## src/rsc_pkg.sv

```systemverilog
// Shared types and constants for the RPN stack calculator.
// Holds the command codes, report kinds, character codes and queue entry type.
// No dependencies.
package rsc_pkg;

  localparam int STACK_DEPTH_DEF   = 128;
  localparam int FRACTION_BITS_DEF = 16;
  localparam int VALUE_W           = 64;

  // Command codes handed from the front end to the execution unit
  localparam logic [2:0] OP_NONE    = 3'd0;
  localparam logic [2:0] OP_ADD     = 3'd1;
  localparam logic [2:0] OP_SUB     = 3'd2;
  localparam logic [2:0] OP_MUL     = 3'd3;
  localparam logic [2:0] OP_DIV     = 3'd4;
  localparam logic [2:0] OP_PRINT   = 3'd5;
  localparam logic [2:0] OP_UNKNOWN = 3'd6;

  // Report kinds
  localparam logic [2:0] KIND_VALUE   = 3'd0;
  localparam logic [2:0] KIND_ZERODIV = 3'd1;
  localparam logic [2:0] KIND_UNKNOWN = 3'd2;
  localparam logic [2:0] KIND_FULL    = 3'd3;
  localparam logic [2:0] KIND_EMPTY   = 3'd4;

  // Characters
  localparam logic [7:0] CH_PLUS    = 8'h2B;
  localparam logic [7:0] CH_STAR    = 8'h2A;
  localparam logic [7:0] CH_MINUS   = 8'h2D;
  localparam logic [7:0] CH_SLASH   = 8'h2F;
  localparam logic [7:0] CH_NEWLINE = 8'h0A;
  localparam logic [7:0] CH_SPACE   = 8'h20;
  localparam logic [7:0] CH_TAB     = 8'h09;
  localparam logic [7:0] CH_ZERO    = 8'h30;
  localparam logic [7:0] CH_NINE    = 8'h39;

  // One classified item: optional pending-number push, then a command
  typedef struct packed {
    logic               has_push;
    logic [VALUE_W-1:0] push_val;
    logic [2:0]         op;
    logic [7:0]         code;
  } entry_t;

endpackage

```

## src/rsc_front.sv

```systemverilog
// Front end of the RPN calculator: accepts characters, builds numbers and
// classifies commands into queue entries. Depends on rsc_pkg.
module rsc_front #(
  parameter int FRACTION_BITS = rsc_pkg::FRACTION_BITS_DEF
) (
  input  logic            clk,
  input  logic            rst,
  input  logic            in_valid,
  output logic            in_stall,
  input  logic [7:0]      char_code,
  input  logic            end_of_input,
  input  logic            q_full,
  output logic            q_push,
  output rsc_pkg::entry_t q_entry
);

  localparam int ACC_W = 63 - FRACTION_BITS;

  logic [ACC_W-1:0] acc, acc_next;
  logic             in_number, in_number_next;
  logic             accept;
  logic             is_digit;
  logic [3:0]       digit;
  logic [ACC_W+3:0] scaled;

  assign in_stall = q_full;
  assign accept   = in_valid && !q_full;
  assign is_digit = (char_code >= rsc_pkg::CH_ZERO) && (char_code <= rsc_pkg::CH_NINE);
  assign digit    = 4'(char_code - rsc_pkg::CH_ZERO);

  // acc*10 + digit; anything above the accumulator range saturates
  assign scaled = {acc, 3'b000} + {2'b00, acc, 1'b0} + (ACC_W+4)'(digit);

  // Classification and number building
  always_comb begin
    acc_next       = acc;
    in_number_next = in_number;
    q_entry.has_push = 1'b0;
    q_entry.push_val = 64'(acc) << FRACTION_BITS;
    q_entry.op       = rsc_pkg::OP_NONE;
    q_entry.code     = char_code;
    if (end_of_input) begin
      q_entry.has_push = in_number;
      acc_next         = '0;
      in_number_next   = 1'b0;
    end else if (is_digit) begin
      in_number_next = 1'b1;
      if (!in_number) begin
        acc_next = ACC_W'(digit);
      end else if (scaled[ACC_W+3:ACC_W] != 4'd0) begin
        acc_next = '1;
      end else begin
        acc_next = scaled[ACC_W-1:0];
      end
    end else begin
      q_entry.has_push = in_number;
      acc_next         = '0;
      in_number_next   = 1'b0;
      unique case (char_code) inside
        rsc_pkg::CH_SPACE, rsc_pkg::CH_TAB: q_entry.op = rsc_pkg::OP_NONE;
        rsc_pkg::CH_PLUS:    q_entry.op = rsc_pkg::OP_ADD;
        rsc_pkg::CH_MINUS:   q_entry.op = rsc_pkg::OP_SUB;
        rsc_pkg::CH_STAR:    q_entry.op = rsc_pkg::OP_MUL;
        rsc_pkg::CH_SLASH:   q_entry.op = rsc_pkg::OP_DIV;
        rsc_pkg::CH_NEWLINE: q_entry.op = rsc_pkg::OP_PRINT;
        default:             q_entry.op = rsc_pkg::OP_UNKNOWN;
      endcase
    end
  end

  assign q_push = accept && (q_entry.has_push || (q_entry.op != rsc_pkg::OP_NONE));

  always_ff @(posedge clk) begin
    if (rst) begin
      acc       <= '0;
      in_number <= 1'b0;
    end else if (accept) begin
      acc       <= acc_next;
      in_number <= in_number_next;
    end
  end

endmodule

```

## config.mk

```make
export PLATFORM = sky130hd
export DESIGN_NAME = rsc_front
export DESIGN_NICKNAME = d
export VERILOG_FILES = /design/src/rsc_pkg.sv /design/src/rsc_front.sv
export SDC_FILE = /design/constraint.sdc
export NUM_CORES = 1
export LEC_CHECK = 0
export BUFFER_PORTS_ARGS = -buffer_cell sky130_fd_sc_hd__buf_2
export CORE_UTILIZATION = 37
export CTS_BUF_LIST = sky130_fd_sc_hd__clkbuf_4
export CTS_CLUSTER_SIZE = 40
export DETAILED_ROUTE_END_ITERATION = 8
export PLACE_DENSITY = 0.53
export SLEW_MARGIN = 40
export SYNTH_ARGS = -nofsm -noshare
export SYNTH_HDL_FRONTEND = slang
export SYNTH_SLANG_ARGS = --single-unit
```

## constraint.sdc

```tcl
create_clock -name clk -period 5.1 [get_ports clk]
set_clock_uncertainty 0.15 [all_clocks]
set_input_delay 0.255 -clock clk [delete_from_list [all_inputs] [get_ports clk]]
set_output_delay 0.255 -clock clk [all_outputs]
set_load 0.05 [all_outputs]
```

# After elaboration in Yosys (flattened, before gate mapping)
# Cells that the tools add are included.
[word_totals]
ff_bits = 48
in_bits = 13
output_inout_bits = 78
wordCells = 33
[op_classes]
n_lt_le_gt_ge = 2
reduce_logical = 8
n_eq_ne = 7
muxes = 11
add_sub_neg = 3
[op_table]
columns = ["op", "count"]
rows = [
  ["2-to-1 mux 47 bit", 4],
  ["adder 50 x 48 -> 51 bit", 1],
  ["adder 51 x 4 -> 51 bit", 1],
  ["== test 8 x 6 -> 1 bit (second input constant)", 5],
  ["one-hot mux 3 bit (6 select lines)", 1],
  ["== test 8 x 4 -> 1 bit (second input constant)", 2],
  [">= comparator 8 x 6 -> 1 bit (second input constant)", 1],
  ["<= comparator 8 x 6 -> 1 bit (second input constant)", 1],
  ["2-to-1 mux 3 bit", 2],
  ["2-to-1 mux 1 bit", 4],
  ["nonzero test 4 bit", 1],
  ["subtractor 4 x 1 -> 4 bit (second input constant)", 1],
  ["logical AND 1 bit", 3],
  ["nonzero test 3 bit", 1],
  ["OR reduction 2 bit", 1],
  ["logical NOT 1 bit", 1],
  ["logical OR 1 bit", 1],
]

# Longest topological paths before layout
[depth]
depth_word = 8
depth_mapped = 14
ltp_nobuf = 12

# Least setup slack after synthesis
# OpenSTA, ideal clock, no wires.
[synth_timing]
path_kind = "reg-to-reg"
startpoint = "reg acc[0]"
endpoint = "reg acc[10]"
required_time_ps = 4816
period_less_slack_ps = 4209
setup_ps = 134
path_slack_ps = 891
t_arrival_ps = 3925
stages_incl_launch_ff = 14
path_cell_list = "dfxtp_1 -> fa_1 -> ha_1 -> a211o_1 -> a211o_1 -> a41oi_2 -> o21ai_1 -> a211oi_2 -> mux2i_1 -> nand4b_1 -> a2111oi_2 -> buf_4 -> buf_6 -> a211oi_1"
[synth_via]
elab_chain_cells = 7
[synth_rtl]
columns = ["element", "line_no", "text"]
rows = [
  ["start: declaration", "rsc_front.sv:19", "logic [ACC_W-1:0] acc, acc_next;"],
  ["start signal: assignment", "rsc_front.sv:78", "acc <= acc_next;"],
  ["adder 50 x 48 -> 51 bit *", "rsc_front.sv:32", "assign scaled = {acc, 3'b000} + {2'b00, acc, 1'b0} + (ACC_W+4)'(digit);"],
  ["adder 51 x 4 -> 51 bit *", "rsc_front.sv:32", ""],
  ["nonzero test 4 bit", "rsc_front.sv:50", "end else if (scaled[ACC_W+3:ACC_W] != 4'd0) begin"],
  ["2-to-1 mux 47 bit *", "rsc_front.sv:50", ""],
  ["2-to-1 mux 47 bit *", "rsc_front.sv:48", "if (!in_number) begin"],
  ["2-to-1 mux 47 bit *", "rsc_front.sv:46", "end else if (is_digit) begin"],
  ["2-to-1 mux 47 bit *", "rsc_front.sv:42", "if (end_of_input) begin"],
]
# Every way passes the cells marked *; elsewhere a longest branch is shown, timed or not.
# A chain may end at the register's enable or synchronous reset.

# Final worst setup path
[layout_timing]
startpoint = "reg acc[2]"
endpoint = "reg acc[20]"
# The elaborated chain is that of the path after synthesis.

==> reports/results.txt <==
status: finished, final reports clean
CTS Sinks: 48
area leader, netlist: ha_1
register area: 960.9 um2
Hold Fails Final Rpt: 0
reg2reg path depth: 12
initial antenna violation count: 1
Post-synth top cells: a21oi_1 (144), ha_1 (93), dfxtp_1 (48)
drt total wl: 15.50 mm
share of cells above drive strength 1: 13.46%
Core Region: 0.01515 mm2
area growth from synthesis to layout: 6.973%
Synth Instances: 735
f_max: 0.2329 GHz
setup_tns: 0 ns
gr ovfl total: 0
clock buffer depth: 2
launch point of the worst path: acc[2]
register area share after synthesis: 16.79%
combinational power share: 12.8%
DIE WIDTH: 126.4 um
LEAKAGE: 0.002933 uW
Worst Setup EP: acc[20]
synth unique cells: 70
dpl ws: 0.7495 ns
CTS root buf: clkbuf_4
crit-path cells: fa_1 > ha_1 > a211o_1 > a211o_1 > a41oi_2 > o21ai_1 > a211oi_2 > mux2i_1 > nand4b_1 > a2111oi_4 > buf_4 > a211oi_1
final worst path period need: 4.294 ns
die height: 126.4 um
worst path bufs/invs: 1
endpoints failing setup: 0
largest net degree at the start of global routing: 91
fraction of power spent switching nets: 30.24%
ranking of synthesized cells by area: ha_1 (20%), dfxtp_1 (17%), a21oi_1 (13%), a211oi_1 (5.6%), buf_4 (3.5%)
# nets final: 872
maximum VDD drop: 89.17 uV
number of fill cells: 1556
most frequent CP cell: a211o_1
CTS resizes: 0
slowest stage cell, crit path: fa_1
antenna viol nets, final: 0
internal power: 497.6 uW
CTS tree: yes
Max FO, Critical Path: 28
drt pass-1 iters: 5
Buffers on Ports: 73
Period Utilization, post-route: 84.19%
post-synthesis cell area: 0.005724 mm2
Max-Cap Viols: 0
worst skew pair latency: 0.41 ns
Power per Cell Area: 116.5 mW/mm2
I/O pin count: 91
Seq pwr share: 52.6%
share of the synthesized area in the top cell type: 20.33%
CP Capture Type: flop
relative slew slack: 50.76%
Starting Density: 37.79%
global router's overall resource usage: 19.90%
flop-to-flop setup slack: 0.81 ns
CP Depth: 12
synthesis-stage register bit count: 48
drt drc: 0
crit path DAT: 4.44 ns
via/cell ratio: 5.836
die area: 0.01597 mm2
RSZ-0062 raised after global routing: no
first-pass GRT wire length: 26.42 mm
number of synthesized flops with an enable pin: 0
Setup CP Type: reg2reg
Synthesis Warnings: 0
hold_sp: char_code[0]
hold buffer count at CTS: 0
Required @ worst endpoint: 5.24 ns
setup ws final: 0.8064 ns
row cnt: 45
clock share of power: 34.6%
total CTS buffers: 5
setup bufs post-CTS: 0
cell family with most CP delay: compound AO/OA/AOI/OAI gates
Net Sw Power: 215.7 uW
FFs w/ async S/R, synth: 0%
fin. max-slew vios: 0
via count: 5568
DR WL/cell: 16.25 um
crit-path max cell delay: 0.49 ns
Critical R2R Capture: acc[20]
Primary FF master, synth: dfxtp_1
post-DP HPWL: 11.99 mm
Reg clk slew, reported paths: 0.15 ns
Reg2Reg Launch Point: acc[2]
initial DRC count: 247
most numerous cell in the Yosys netlist: a21oi_1
CTS H-Tree Depth: 2
gpl congestion: 0.8722
Pwr Total: 713.3 uW
min-delay worst type: in2reg
worst slew pin tran: 0.7291 ns
type of element launching the critical path: flop
Syn Area/Cell: 7.788 um2
multi-input logic area: 0.004405 mm2
vias in the first global route: 5362
cell families (layout without fill, tap and decap cells):
logic type	Yosys count	count (layout)	share of synthesized area [%]
flip-flops	48	48	16.79
AND/OR/NAND/NOR	161	161	14.12
buffers and inverters	81	95	7.584
multiplexers	1	1	0.1749
XOR/XNOR	43	43	6.579
adder cells (fa/ha/maj)	95	95	21.03
other	1	18	0.06551
AO/OA/AOI/OAI	305	305	33.66
stage by stage:
| step | hold WS, ns | utilization (%) | instance area, um2 | cells |
|---|---|---|---|---|
| floorplan | 0.3190 | - | 5784 | 751 |
| global route | 0.09925 | 40.43 | 6123 | 954 |
| detailed placement | 0.3968 | 39.86 | 6037 | 945 |
| finish | 0.09144 | 40.43 | 6123 | 954 |
| CTS | 0.07565 | 40.39 | 6117 | 953 |
| global placement | 0.3817 | 39.83 | 6033 | 945 |
layout make-up:
type	instances	area share (%)
Tap cell	188	3.841
Sequential cell	48	15.69
Clock buffer	6	0.7356
Multi-Input combinational cell	622	71.95
Clock inverter	2	0.5721
Antenna cell	1	0.04087
Timing Repair Buffer	77	6.559
Inverter	10	0.6130
worst min path at each step:
| stage | cells past startpoint | end |
|---|---|---|
| 6_report | 3 | acc[0] |
| 5_1_grt | 3 | acc[0] |
| 4_1_cts | 3 | acc[0] |
| 3_5_place_dp | 2 | acc[45] |
| 3_3_place_gp | 2 | acc[27] |
| 2_1_floorplan | 2 | acc[0] |
sequential cells by signal (all words and copies together), names as in the netlist:
register,count
in_number,1
acc,47
layout by cell type, fill, tap and decap left out, types with 3 or more instances in the layout:
cell type | netlist | final
a21oi_1 | 144 | 144
ha_1 | 93 | 93
buf_2 | 5 | 72
dfxtp_1 | 48 | 48
a211oi_1 | 43 | 43
nand2_1 | 42 | 42
nor2_1 | 35 | 35
o21ai_0 | 25 | 25
xnor2_1 | 22 | 22
xor2_1 | 21 | 21
conb_1 | 1 | 17
a21o_1 | 15 | 15
nand3_1 | 13 | 13
nand4_1 | 12 | 12
o21ai_1 | 11 | 11
inv_1 | 9 | 9
nor3_1 | 9 | 9
and3_1 | 9 | 9
o21a_1 | 8 | 8
nand2b_1 | 8 | 7
o211ai_1 | 6 | 6
a311oi_1 | 6 | 6
clkbuf_4 | 0 | 6
or2_2 | 5 | 5
or3_1 | 5 | 5
a31oi_1 | 5 | 5
o21bai_1 | 5 | 5
o22ai_1 | 4 | 4
and2_1 | 5 | 4
nor3b_1 | 4 | 4
buf_4 | 27 | 4
nor4_1 | 3 | 3
nor2b_1 | 3 | 3
a21boi_0 | 3 | 3
worst register-to-register path, delay by kind of cell, from the launching register on:
family / cells / cell delay, ns
compound gates: 7 / 2.00
fa+ha+maj: 2 / 0.83
flops: 1 / 0.44
buf+inv: 1 / 0.38
mux: 1 / 0.23
simple gates: 1 / 0.15
routing by layer:
| metal | track usage, % | vias up | part of all wire (%) |
|---|---|---|---|
| met5 | 0 | - | 0 |
| met4 | 4.748 | 0 | 1.0 |
| met3 | 2.488 | 11 | 2.9 |
| met2 | 33.96 | 109 | 47 |
| met1 | 26.56 | 2643 | 49 |
| li1 | - | 2805 | - |
power by group through the flow:
stage / registers [uW] / logic [uW] / clock network [uW]
3_5_place_dp: 383 / 90.3 / 0
5_1_grt: 376 / 96.9 / 273
3_3_place_gp: 383 / 89.4 / 0
6_report: 375 / 91.1 / 247
4_1_cts: 375 / 90.8 / 258
2_1_floorplan: 384 / 87.7 / 0
Note: power is estimated with default switching activity, not from simulation.
