[config.mk]
export PLATFORM = sky130hd
export DESIGN_NAME = rsc_queue
export DESIGN_NICKNAME = d
export VERILOG_FILES = /design/src/rsc_pkg.sv /design/src/rsc_queue.sv
export SDC_FILE = /design/constraint.sdc
export NUM_CORES = 1
export LEC_CHECK = 0
export BUFFER_PORTS_ARGS = -buffer_cell sky130_fd_sc_hd__buf_2
export CAP_MARGIN = 20
export CORE_MARGIN = 1
export CORE_UTILIZATION = 47
export DETAILED_ROUTE_END_ITERATION = 12
export PLACE_DENSITY = 0.76
export SYNTH_ARGS = -nofsm -noshare
export SYNTH_HDL_FRONTEND = slang
export SYNTH_SLANG_ARGS = --single-unit
[constraint.sdc]
create_clock -name clk -period 4.1 [get_ports clk]
set_input_delay 0.205 -clock clk [delete_from_list [all_inputs] [get_ports clk]]
set_output_delay 0.205 -clock clk [all_outputs]
set_load 0.02 [all_outputs]
[src/rsc_pkg.sv]
// Shared types and constants for the RPN stack calculator.
// Holds the command codes, report kinds, character codes and queue entry type.
// No dependencies.
package rsc_pkg;

  localparam int STACK_DEPTH_DEF   = 128;
  localparam int FRACTION_BITS_DEF = 16;
  localparam int VALUE_W           = 64;

  // Command codes handed from the front end to the execution unit
  localparam logic [2:0] OP_NONE    = 3'd0;
  localparam logic [2:0] OP_ADD     = 3'd1;
  localparam logic [2:0] OP_SUB     = 3'd2;
  localparam logic [2:0] OP_MUL     = 3'd3;
  localparam logic [2:0] OP_DIV     = 3'd4;
  localparam logic [2:0] OP_PRINT   = 3'd5;
  localparam logic [2:0] OP_UNKNOWN = 3'd6;

  // Report kinds
  localparam logic [2:0] KIND_VALUE   = 3'd0;
  localparam logic [2:0] KIND_ZERODIV = 3'd1;
  localparam logic [2:0] KIND_UNKNOWN = 3'd2;
  localparam logic [2:0] KIND_FULL    = 3'd3;
  localparam logic [2:0] KIND_EMPTY   = 3'd4;

  // Characters
  localparam logic [7:0] CH_PLUS    = 8'h2B;
  localparam logic [7:0] CH_STAR    = 8'h2A;
  localparam logic [7:0] CH_MINUS   = 8'h2D;
  localparam logic [7:0] CH_SLASH   = 8'h2F;
  localparam logic [7:0] CH_NEWLINE = 8'h0A;
  localparam logic [7:0] CH_SPACE   = 8'h20;
  localparam logic [7:0] CH_TAB     = 8'h09;
  localparam logic [7:0] CH_ZERO    = 8'h30;
  localparam logic [7:0] CH_NINE    = 8'h39;

  // One classified item: optional pending-number push, then a command
  typedef struct packed {
    logic               has_push;
    logic [VALUE_W-1:0] push_val;
    logic [2:0]         op;
    logic [7:0]         code;
  } entry_t;

endpackage

[src/rsc_queue.sv]
// Two-entry queue between the front end and the execution unit.
// Depends on rsc_pkg for the entry type.
module rsc_queue (
  input  logic            clk,
  input  logic            rst,
  input  logic            push,
  input  rsc_pkg::entry_t push_data,
  output logic            full,
  input  logic            pop,
  output logic            not_empty,
  output rsc_pkg::entry_t pop_data
);

  rsc_pkg::entry_t slots [2];
  logic            wptr, rptr;
  logic [1:0]      count;

  assign full      = (count == 2'd2);
  assign not_empty = (count != 2'd0);
  assign pop_data  = slots[rptr];

  // Entry storage
  always_ff @(posedge clk) begin
    if (push) begin
      slots[wptr] <= push_data;
    end
  end

  // Pointers and fill count
  always_ff @(posedge clk) begin
    if (rst) begin
      wptr  <= 1'b0;
      rptr  <= 1'b0;
      count <= 2'd0;
    end else begin
      if (push) wptr <= ~wptr;
      if (pop)  rptr <= ~rptr;
      count <= count + 2'(push) - 2'(pop);
    end
  end

endmodule

# Yosys cells after proc, flatten, opt, wreduce, memory -nomap -nowiden
# Memories as Yosys holds them, arrays and structs flattened. A register that Yosys moved wholly into a read port is not among the register bits.
# Index checks and enable logic that the tools add are counted.
[op_classes] n_eq_ne=1 n_reduce_logical=1 n_bitwise=2 n_lt_le_gt_ge=0 n_mux=4 n_shift=0 n_addsub=2 n_mul=0 n_div=0
[ops] op="$mux 1" count=4
[ops] op="$add 2x1->2" count=1
[ops] op="$eq 2x2->1 const B" count=1
[ops] op="$not 1->1" count=2
[ops] op="$reduce_bool 2->1" count=1
[ops] op="$sub 2x1->2" count=1
[word_totals] regBits=4 ramBits=152 mem_count=1 mem_bits_ro=0 latchBits=0
[mem_list] memory="slots" depth=2 word_bits=76 rd=1 rd_clocked_by_memory_dff=1 write_ports=1 line="rsc_queue.sv:14" source="rsc_pkg::entry_t slots [2];"

# Logic depth before layout (Yosys ltp)
# Gate-level depths: netlist of run 1.
[depth] depth_word=3 ltp_mapped=6

# Least setup slack after synthesis of run 1
# No wires, ideal clock.
[synth_timing] kind="reg-to-reg" from="reg wptr" to="mem slots[0][0] (netlist name) (enable)" t_arrival_ns=3.701 stages_incl_launch_ff=2 path_slack_ns=-0.120 setup_time_ns=0.520 t_required_ns=3.580 cell_sequence="dfxtp_1 > nor2b_1"
[synth_rtl] item="start, declared" line="rsc_queue.sv:15" source="logic wptr, rptr;"
[synth_rtl] item="start signal, assigned" line="rsc_queue.sv:36" source="if (push) wptr <= ~wptr;"
[synth_rtl] item="end, declared" line="rsc_queue.sv:14"
# No word-level cell before the write port.

==> qor.txt, run 1 <==
Status: finished clean
Final Hold Viols: 0
Residual DRC count: 0
Top cell type's share of synthesized area: 77.9%
Layout Nets: 586
Synth cell count leaders: edfxtp_1, mux2_4, mux2_2
Met2 GRT Util: 30.9%
Highest clock rate: 0.388 GHz
PD cells: 480 nW/µm²
Clk buf depth: 2
DRT Pass-1 Iters: 4
Root buffer cell: clkbuf_16
Vias per cell: 4.72
Detailed Route Iter0 Violations: 170
Final wirelength: 10.9 mm
FF-to-FF path depth: 2
TritonCTS clock tree: built
Synth Cell Area: 5860 µm²
Vias in the first global route: 3495
Slew Limit Fails: 0
Worst setup SP type: flip-flop
Mapped Cells: 257
Comb power frac: 13.5%
Worst Hold Class: in -> reg
Largest net degree at the start of global routing: 77
Total track usage: 17.6%
Post-CTS setup buffers: 0
Total number of vias: 3225
Final GP Congestion: 0.698
Synth Area in XOR/XNOR: 0.684%
Tot Pwr: 3900 µW
# fillers: 806
Worst Skew: 0.00706 ns
Flop and latch count out of synthesis: 157
Worst relative slew slack: 28.8%
Sw Pwr: 882 µW
Fin Hold WS: 0.0257 ns
Synth area leader: edfxtp_1
YS warnings: 0
Post-synthesis simple-gate area fraction: 0.790%
Global-route wire length before repair: 16.5 mm
Number of CTS-inserted buffers: 17
Final cell count without fillers: 683
Synth cell types: 15
Peak fanout along the critical path: 62
Number of synthesized flops with an enable pin: 152
Syn nets: 339
Area growth syn-to-layout: 38.6%
Critical path class: reg -> out
Fin crit period: 2.58 ns
Largest family of logic cells by synthesized area: multiplexers
Die span in y: 114 µm
Syn_area_per_cell: 22.8 µm²
Max IR drop VDD: 0.352 mV
Site Rows: 40
IO Count: 158
GR Util met3: 5.63%
Synth Area in Adders: 0.427%
Critical path required time: 3.89 ns
Setup TNS: 0 ns
Most Used Layer, Global Route: met2
Arrival time worst endpoint: 2.37 ns
Internal: 3010 µW
Top area cells in the synthesized netlist: edfxtp_1, mux2_4, mux2_2, dfxtp_1, buf_6
Seq/Total Area, Yosys: 79.6%
CTS Sinks: 157
Post-route ant nets: 0
Total grt overflow: 0
Initial antenna violation count: 0
Switch share: 22.6%
Htree depth: 4
Setup Viol. Count Final: 0
Post-DP HPWL: 6.23 mm
RSZ-0062 raised after global routing: false
Layout cell share with drive strength beyond 1: 51.5%
Compound-cell area share of the yosys netlist: 0%
Most used DFF post-synth: edfxtp_1
Met1 Usage GRT: 19.1%
Worst Tran Pin Value: 1.07 ns
Multiplexer area fraction after synthesis: 17.2%
# port buffers: 157
N_diodes: 0
Routed WL per cell: 16.0 µm
Starting Density: 48.6%
Later-pin clock latency in the skew report: 0.42 ns
Final Cycle Share: 62.9%
Hold depth: 2
Count leader, synth: edfxtp_1
Async S/R FF share, synth: 0%
Die area: 12900 µm²
Worst-path clk slew: 0.05 ns
Die W: 114 µm
Placed Instances: 577
Clock power share: 37.0%
Maxcap violations: 0
CP endpoint kind: output port
Sequential Power Share: 49.6%
Core Region: 12100 µm²
Util after Layout: 67.3%
Leakage: 0.00319 µW
## flip-flops by register name, summed over array words and instances (netlist names), named ones only
name	count
rptr	1
wptr	1
slots	152
count	2
## cells in the final DEF (no fill, tap or decap), drive strengths merged
cell type,Yosys,layout
clkbuf,0,20
ha,2,2
mux2,76,76
clkinv,0,7
xnor2,2,2
inv,2,2
dlygate4sd3,0,76
edfxtp,152,152
nor2b,3,3
buf,8,160
dfxtp,5,5
bufinv,0,2
nor2,4,4
and2,1,1
clkinvlp,0,1
or2,1,1
xnor3,1,1
## metal layers
metal  wire length, µm  share of wire, %
met1              4460                41
met2              5610                51
met3               611               5.6
met4               259               2.4
met5                 0                 0
## metrics by stage
stage | setup WS (ns) | area, µm²
after detailed placement | 1.90 | 6820
after global routing | 1.38 | 8120
after global placement | 1.94 | 6820
after floorplan | 1.36 | 5860
after CTS | 1.45 | 8120
final | 1.52 | 8120
## cells by family after synthesis
group,after synthesis
XOR/XNOR,3
flip-flops,157
buffers and inverters,10
adder cells (fa/ha/maj),2
AND/OR/NAND/NOR,9
multiplexers,76
## layout make-up
cell class / instances / area [µm²] / area share, %
clock buffers: 20 / 437 / 5.38
clock inverters: 10 / 100 / 1.23
inverters: 2 / 7.51 / 0.0925
multi-input cells: 90 / 1130 / 13.9
flip-flops and latches: 157 / 4670 / 57.5
well taps: 168 / 210 / 2.59
repair buffers: 236 / 1570 / 19.3
## path summary, 6_finish.rpt
kind                                        start                endpoint  slack (ns)
worst max-delay path                    flip-flop            pop_data[13]        1.52
worst max register to register  wptr$_SDFFE_PP0P_  slots[0][17]$_DFFE_PP_        2.35
worst min-delay path                          rst               flip-flop        0.03
worst min register to register  rptr$_SDFFE_PP0P_               flip-flop        0.52
## worst max-delay path: stages, from the launching register on
cell,delay [ns]
dfxtp_4,1.02
buf_4,0.41
mux2_2,0.37
buf_2,0.16
## what timing repair did
action                    CTS  global route
gates resized for setup     0             0
hold buffers               76             0
hold endpoints to repair  152             0
## power groups by stage
| stage | clock (µW) | combinational, µW | sequential, µW |
|---|---|---|---|
| 2_1_floorplan | 0 | 338 | 1930 |
| 3_3_place_gp | 0 | 456 | 1960 |
| 3_5_place_dp | 0 | 467 | 1960 |
| 4_1_cts | 1470 | 526 | 1930 |
| 5_1_grt | 1530 | 559 | 1940 |
| 6_report | 1440 | 524 | 1930 |
(Power assumes the default switching activity.)
==> run 2, diff against run 1 <==
Settings changed: CORE_UTILIZATION 47 to 52, PLACE_DENSITY 0.76 to 0.79.
Clock period 4.1 ns to 2.45 ns, I/O delays scaled along.
==> run 2 against run 1 <==
  * Setup slack worse by 1.2 ns
  * Flip-flop and latch count unchanged
  * Design area is 1.6% higher
  * Worst hold slack gained 0.31 ns
  * First-iteration DRC count rose by 0.59%
  * Total power is 74% higher
  * Register-to-register slack worse by 1.5 ns
  * Critical path type unchanged
  * Critical endpoint is now pop_data[75]
  * Largest cell class unchanged
  * Largest power group unchanged
==> qor.txt, run 2 (same netlist as run 1, synthesis figures left out) <==
Status: finished clean (unchanged)
Met1 Usage GRT: 21.7% (was 19.1%)
Post-DP HPWL: 6.41 mm (was 6.23 mm)
Sequential Power Share: 47.3% (was 49.6%)
Largest registers: slots: 152 flops, count: 2 flops (unchanged)
Max reg flops: 152 (unchanged)
Worst relative slew slack: 60.4% (was 28.8%)
Initial antenna violation count: 0 (unchanged)
Layout Nets: 595 (was 586)
IO Count: 158 (unchanged)
Worst-path clk slew: 0.06 ns (was 0.05 ns)
Later-pin clock latency in the skew report: 0.51 ns (was 0.42 ns)
Leakage: 0.00326 µW (was 0.00319 µW)
Post-CTS setup buffers: 0 (unchanged)
Critical path class: reg -> out (unchanged)
Final GP Congestion: 0.697 (was 0.698)
Critical path required time: 2.33 ns (was 3.89 ns)
Routed WL per cell: 16.9 µm (was 16.0 µm)
Worst Skew: 0.00807 ns (was 0.00706 ns)
Sw Pwr: 1530 µW (was 882 µW)
Root buffer cell: clkbuf_8 (was clkbuf_16)
Largest net degree at the start of global routing: 42 (was 77)
Highest clock rate: 0.470 GHz
Vias per cell: 4.92 (was 4.72)
Die area: 11700 µm² (was 12900 µm²)
Total number of vias: 3276 (was 3225)
Total track usage: 19.9% (was 17.6%)
Slew Limit Fails: 0 (unchanged)
Clock power share: 39.0% (was 37.0%)
RSZ-0062 raised after global routing: false (unchanged)
Number of CTS-inserted buffers: 17 (unchanged)
Switch share: 22.6% (about the same)
Setup Viol. Count Final: 0 (unchanged)
Vias in the first global route: 3424 (was 3495)
Comb power frac: 13.7% (was 13.5%)
Setup TNS: 0 ns (unchanged)
Sequential cell area: 4670 µm² (unchanged)
CP endpoint kind: output port (unchanged)
Largest Register: slots (unchanged)
Total grt overflow: 0 (unchanged)
Fin crit period: 2.13 ns
Most frequent cells in the layout: buf_2, edfxtp_1, dlygate4sd3_1, mux2_4, mux2_2 (unchanged)
Internal: 5240 µW (was 3010 µW)
CTS resizes: 0 (unchanged)
PD cells: 821 nW/µm² (was 480 nW/µm²)
Most common cell after layout, fill and taps aside: buf_2 (unchanged)
Final wirelength: 11.3 mm (was 10.9 mm)
Layout cell share with drive strength beyond 1: 51.9% (was 51.5%)
# fillers: 613 (was 806)
# port buffers: 157 (unchanged)
Worst Hold Class: in -> reg (unchanged)
Starting Density: 53.8% (was 48.6%)
Residual DRC count: 0 (unchanged)
Worst setup SP type: flip-flop (unchanged)
Worst Tran Pin Value: 0.594 ns (was 1.07 ns)
GR Util met3: 6.15% (was 5.63%)
Area growth syn-to-layout: 40.8% (was 38.6%)
Arrival time worst endpoint: 2.00 ns (was 2.37 ns)
Die W: 108 µm (was 114 µm)
Global-route wire length before repair: 16.7 mm (was 16.5 mm)
N_diodes: 0 (unchanged)
Die span in y: 108 µm (was 114 µm)
Met2 GRT Util: 36.3% (was 30.9%)
Detailed Route Iter0 Violations: 171 (was 170)
Final Cycle Share: 86.8%
Final Hold Viols: 0 (unchanged)
Htree depth: 4 (unchanged)
TritonCTS clock tree: built (unchanged)
DRT Pass-1 Iters: 4 (unchanged)
Maxcap violations: 0 (unchanged)
Site Rows: 38 (was 40)
Max IR drop VDD: 0.594 mV (was 0.352 mV)
Post-route ant nets: 0 (unchanged)
CTS Sinks: 157 (unchanged)
Peak fanout along the critical path: 29 (was 62)
Clk buf depth: 2 (unchanged)
Tot Pwr: 6770 µW (was 3900 µW)
Multi-input gate area: 1130 µm² (unchanged)
Core Region: 10900 µm² (was 12100 µm²)
Most Used Layer, Global Route: met2 (unchanged)
# hold bufs at CTS: 80 (was 76)
==> run 2: changes by cell type in the layout (fill, tap and decap cells not counted), moves of 2 or more <==
cell	change
bufinv_16	+2
dlygate4sd3_1	+4
buf_4	+3
clkinv_2	-2
clkinvlp_4	+2
buf_12	+2
==> run 2: worst paths after layout <==
path | start | cells past startpoint | slack [ns] | endpoint
worst max register to register | wptr$_SDFFE_PP0P_ | 2 | 0.82 | slots[1][60]$_DFFE_PP_
worst min register to register | rptr$_SDFFE_PP0P_ | 2 | 0.52 | rptr$_SDFFE_PP0P_
worst min-delay path | push_data[13] | 2 | 0.33 | slots[0][13]$_DFFE_PP_
worst max-delay path | flip-flop | 3 | 0.32 | pop_data[75]
==> run 2: layout make-up <==
class | instances | share of cell area, %
inverter | 2 | 0.0910
tap | 140 | 2.12
clock inverter | 12 | 2.06
sequential | 157 | 56.6
multi-input combinational | 90 | 13.7
clock buffer | 20 | 5.16
timing repair buffer | 245 | 20.3
==> run 2: per-stage QoR <==
stage	cells	worst slack (ns)	instance area (µm²)	hold slack (ns)	utilization, %
after floorplan	257	0.556	5870	0.194	-
after global placement	554	0.838	6850	0.310	62.9
after detailed placement	554	0.809	6850	0.314	62.9
after CTS	666	0.280	8250	0.299	75.7
after global routing	666	0.219	8250	0.312	75.7
final	666	0.323	8250	0.331	75.7
==> run 2: layer usage <==
metal,share of wire [%],wire [µm],up-vias
met2,53,6000,128
met4,1.3,142,0
li1,-,-,1530
met3,6.2,703,14
met5,0,0,-
met1,39,4430,1604
==> run 2: power by group through the flow <==
stage	Sequential [µW]	Combinational (µW)	Clock, µW
3_3_place_gp	3250	806	0
4_1_cts	3200	928	2680
2_1_floorplan	3220	568	0
6_report	3200	929	2640
5_1_grt	3220	991	2780
3_5_place_dp	3260	824	0
==> run 2: critical path, stage by stage, from the launching register on <==
cell,delay (ns)
dfxtp_4,0.66
buf_4,0.31
mux2_2,0.36
buf_2,0.16
==> run 3, diff against run 2 <==
Settings changed: CTS_BUF_LIST from default to sky130_fd_sc_hd__clkbuf_16.
==> run 3 against run 2 <==
  * Flip-flop and latch count unchanged
  * Worst hold slack worse by 0.30 ns
  * Critical path depth unchanged
  * Setup slack gained 0.10 ns
  * Routed wire length rose by 0.12%
  * Largest power group unchanged
  * Highest routed layer unchanged
  * Register-to-register slack about the same
  * First-iteration DRC count down 3.5%
  * Non-clock buffer count shrank 1
  * Critical path type unchanged
==> qor.txt, run 3 (same netlist as run 1, synthesis figures left out) <==
Max stage delay on crit path: 0.66 ns (about the same)
Vias in the first global route: 3422 (was 3424)
Final Worst Setup Slack: 0.426 ns (was 0.323 ns)
Worst slack, placed: 0.809 ns (unchanged)
Htree depth: 4 (unchanged)
N_diodes: 0 (unchanged)
RR Endpoint: slots[1][60]$_DFFE_PP_ (unchanged)
Initial antenna violation count: 0 (unchanged)
Largest net degree at the start of global routing: 42 (unchanged)
Max reg flops: 152 (unchanged)
Largest Register: slots (unchanged)
FF-to-FF path depth: 2 (unchanged)
# port buffers: 157 (unchanged)
Starting Density: 53.8% (unchanged)
R2R Path Start: wptr$_SDFFE_PP0P_ (unchanged)
Layout Nets: 594 (was 595)
Die span in y: 108 µm (unchanged)
Area growth syn-to-layout: 40.8% (about the same)
Final wirelength: 11.3 mm (about the same)
Slew Limit Fails: 0 (unchanged)
Worst Hold Launch: push (was push_data[13])
Final Hold Viols: 0 (unchanged)
IO Count: 158 (unchanged)
Setup TNS: 0 ns (unchanged)
Later-pin clock latency in the skew report: 0.41 ns (was 0.51 ns)
Global-route wire length before repair: 16.6 mm (was 16.7 mm)
Fin crit period: 2.02 ns (was 2.13 ns)
Post-DP HPWL: 6.41 mm (unchanged)
Worst Skew: 0.00739 ns (was 0.00807 ns)
Worst Hold Class: in -> reg (unchanged)
Final Cycle Share: 82.6% (was 86.8%)
# fillers: 613 (unchanged)
Total grt overflow: 0 (unchanged)
Residual DRC count: 0 (unchanged)
Highest clock rate: 0.494 GHz (was 0.470 GHz)
Crit-path cells: buf_4 -> mux2_2 -> buf_2 (unchanged)
Worst-path clk slew: 0.06 ns (about the same)
RSZ-0062 raised after global routing: false (unchanged)
Placed inst area: 6850 µm² (unchanged)
Status: finished clean (unchanged)
Post-route cell area: 8250 µm² (about the same)
Total track usage: 19.8% (was 19.9%)
Post-route ant nets: 0 (unchanged)
Post-CTS setup buffers: 0 (unchanged)
CTS resizes: 0 (unchanged)
DRT Pass-1 Iters: 6 (was 4)
Hold depth: 3 (was 2)
Setup Viol. Count Final: 0 (unchanged)
CTS Sinks: 157 (unchanged)
Routed WL per cell: 17.0 µm (was 16.9 µm)
Site Rows: 38 (unchanged)
Vias per cell: 4.91 (was 4.92)
Arrival time worst endpoint: 1.90 ns (was 2.00 ns)
Worst setup SP type: flip-flop (unchanged)
Final GP Congestion: 0.697 (unchanged)
Peak fanout along the critical path: 29 (unchanged)
Largest registers: slots: 152 flops, count: 2 flops (unchanged)
Die W: 108 µm (unchanged)
Die area: 11700 µm² (unchanged)
Critical path required time: 2.33 ns (about the same)
Clk buf depth: 2 (unchanged)
CP endpoint kind: output port (unchanged)
TritonCTS clock tree: built (unchanged)
Min-Delay Endpoint: wptr$_SDFFE_PP0P_ (was slots[0][13]$_DFFE_PP_)
Core Region: 10900 µm² (unchanged)
Worst relative slew slack: 60.7% (was 60.4%)
Total number of vias: 3266 (was 3276)
R2R setup slack: 0.82 ns (about the same)
Detailed Route Iter0 Violations: 165 (was 171)
Root buffer cell: clkbuf_16 (was clkbuf_8)
Layout cell share with drive strength beyond 1: 52.0% (was 51.9%)
Most frequent cells in the layout: buf_2, edfxtp_1, dlygate4sd3_1, mux2_4, mux2_2 (unchanged)
Leakage: 0.00327 µW (was 0.00326 µW)
Critical path class: reg -> out (unchanged)
Worst Tran Pin Value: 0.589 ns (was 0.594 ns)
Slowest CP cell: dfxtp_4 (unchanged)
Number of CTS-inserted buffers: 17 (unchanged)
Max IR drop VDD: 0.594 mV (about the same)
Most common cell after layout, fill and taps aside: buf_2 (unchanged)
PD cells: 825 nW/µm² (was 821 nW/µm²)
Maxcap violations: 0 (unchanged)
## run 3: worst max-delay path: cells and delay by family, from the launching register on
family | cells | cell delay [ns]
mux | 1 | 0.36
flops | 1 | 0.66
buf+inv | 2 | 0.47
## run 3: per-layer routing
metal | part of all wire [%] | routed length [µm] | vias to the layer above | GRT usage [%]
li1 | - | - | 1529 | -
met1 | 39 | 4450 | 1608 | 21.6
met2 | 53 | 6030 | 118 | 36.2
met3 | 6.1 | 694 | 11 | 6.15
met4 | 0.98 | 111 | 0 | 6.56
met5 | 0 | 0 | - | 0
## run 3: final cells by class
cell class	count	area [µm²]	area share, %
Multi-Input combinational cell	90	1130	13.7
Timing Repair Buffer	244	1660	20.1
Clock inverter	15	181	2.20
Inverter	2	7.51	0.0910
Clock buffer	17	425	5.16
Sequential cell	157	4670	56.6
Tap cell	140	175	2.12
## run 3: power breakdown
| group | switching [µW] | total [µW] | leakage, µW | internal (µW) |
|---|---|---|---|---|
| clock | 991 | 2680 | 0.000300 | 1680 |
| sequential | 68.7 | 3200 | 0.00147 | 3140 |
| combinational | 470 | 927 | 0.00150 | 457 |
## run 3: stage by stage
stage | hold slack, ns | std cells | util (%) | total power, µW
after global routing | 0.0417 | 665 | 75.7 | 7020
after CTS | 0.0292 | 665 | 75.7 | 6840
after detailed placement | 0.314 | 554 | 62.9 | 4080
final | 0.0344 | 665 | 75.7 | 6810
after global placement | 0.310 | 554 | 62.9 | 4050
after floorplan | 0.194 | 257 | - | 3790
## run 3: how the worst max path moves through the flow
stage	startpoint	to	slack [ns]	depth (start not counted)
floorplan	wptr$_SDFFE_PP0P_	slots[0][0]$_DFFE_PP_	0.56	1
global placement	wptr$_SDFFE_PP0P_	slots[1][25]$_DFFE_PP_	0.84	2
detailed placement	wptr$_SDFFE_PP0P_	slots[1][12]$_DFFE_PP_	0.81	2
CTS	flip-flop	pop_data[75]	0.40	3
global route	flip-flop	pop_data[3]	0.33	3
finish	flip-flop	pop_data[75]	0.43	3
## run 3: timing repair
item | CTS | global route
setup endpoints to repair | 0 | 0
hold buffers | 79 | 0
endpoints found under the hold margin | 157 | 0
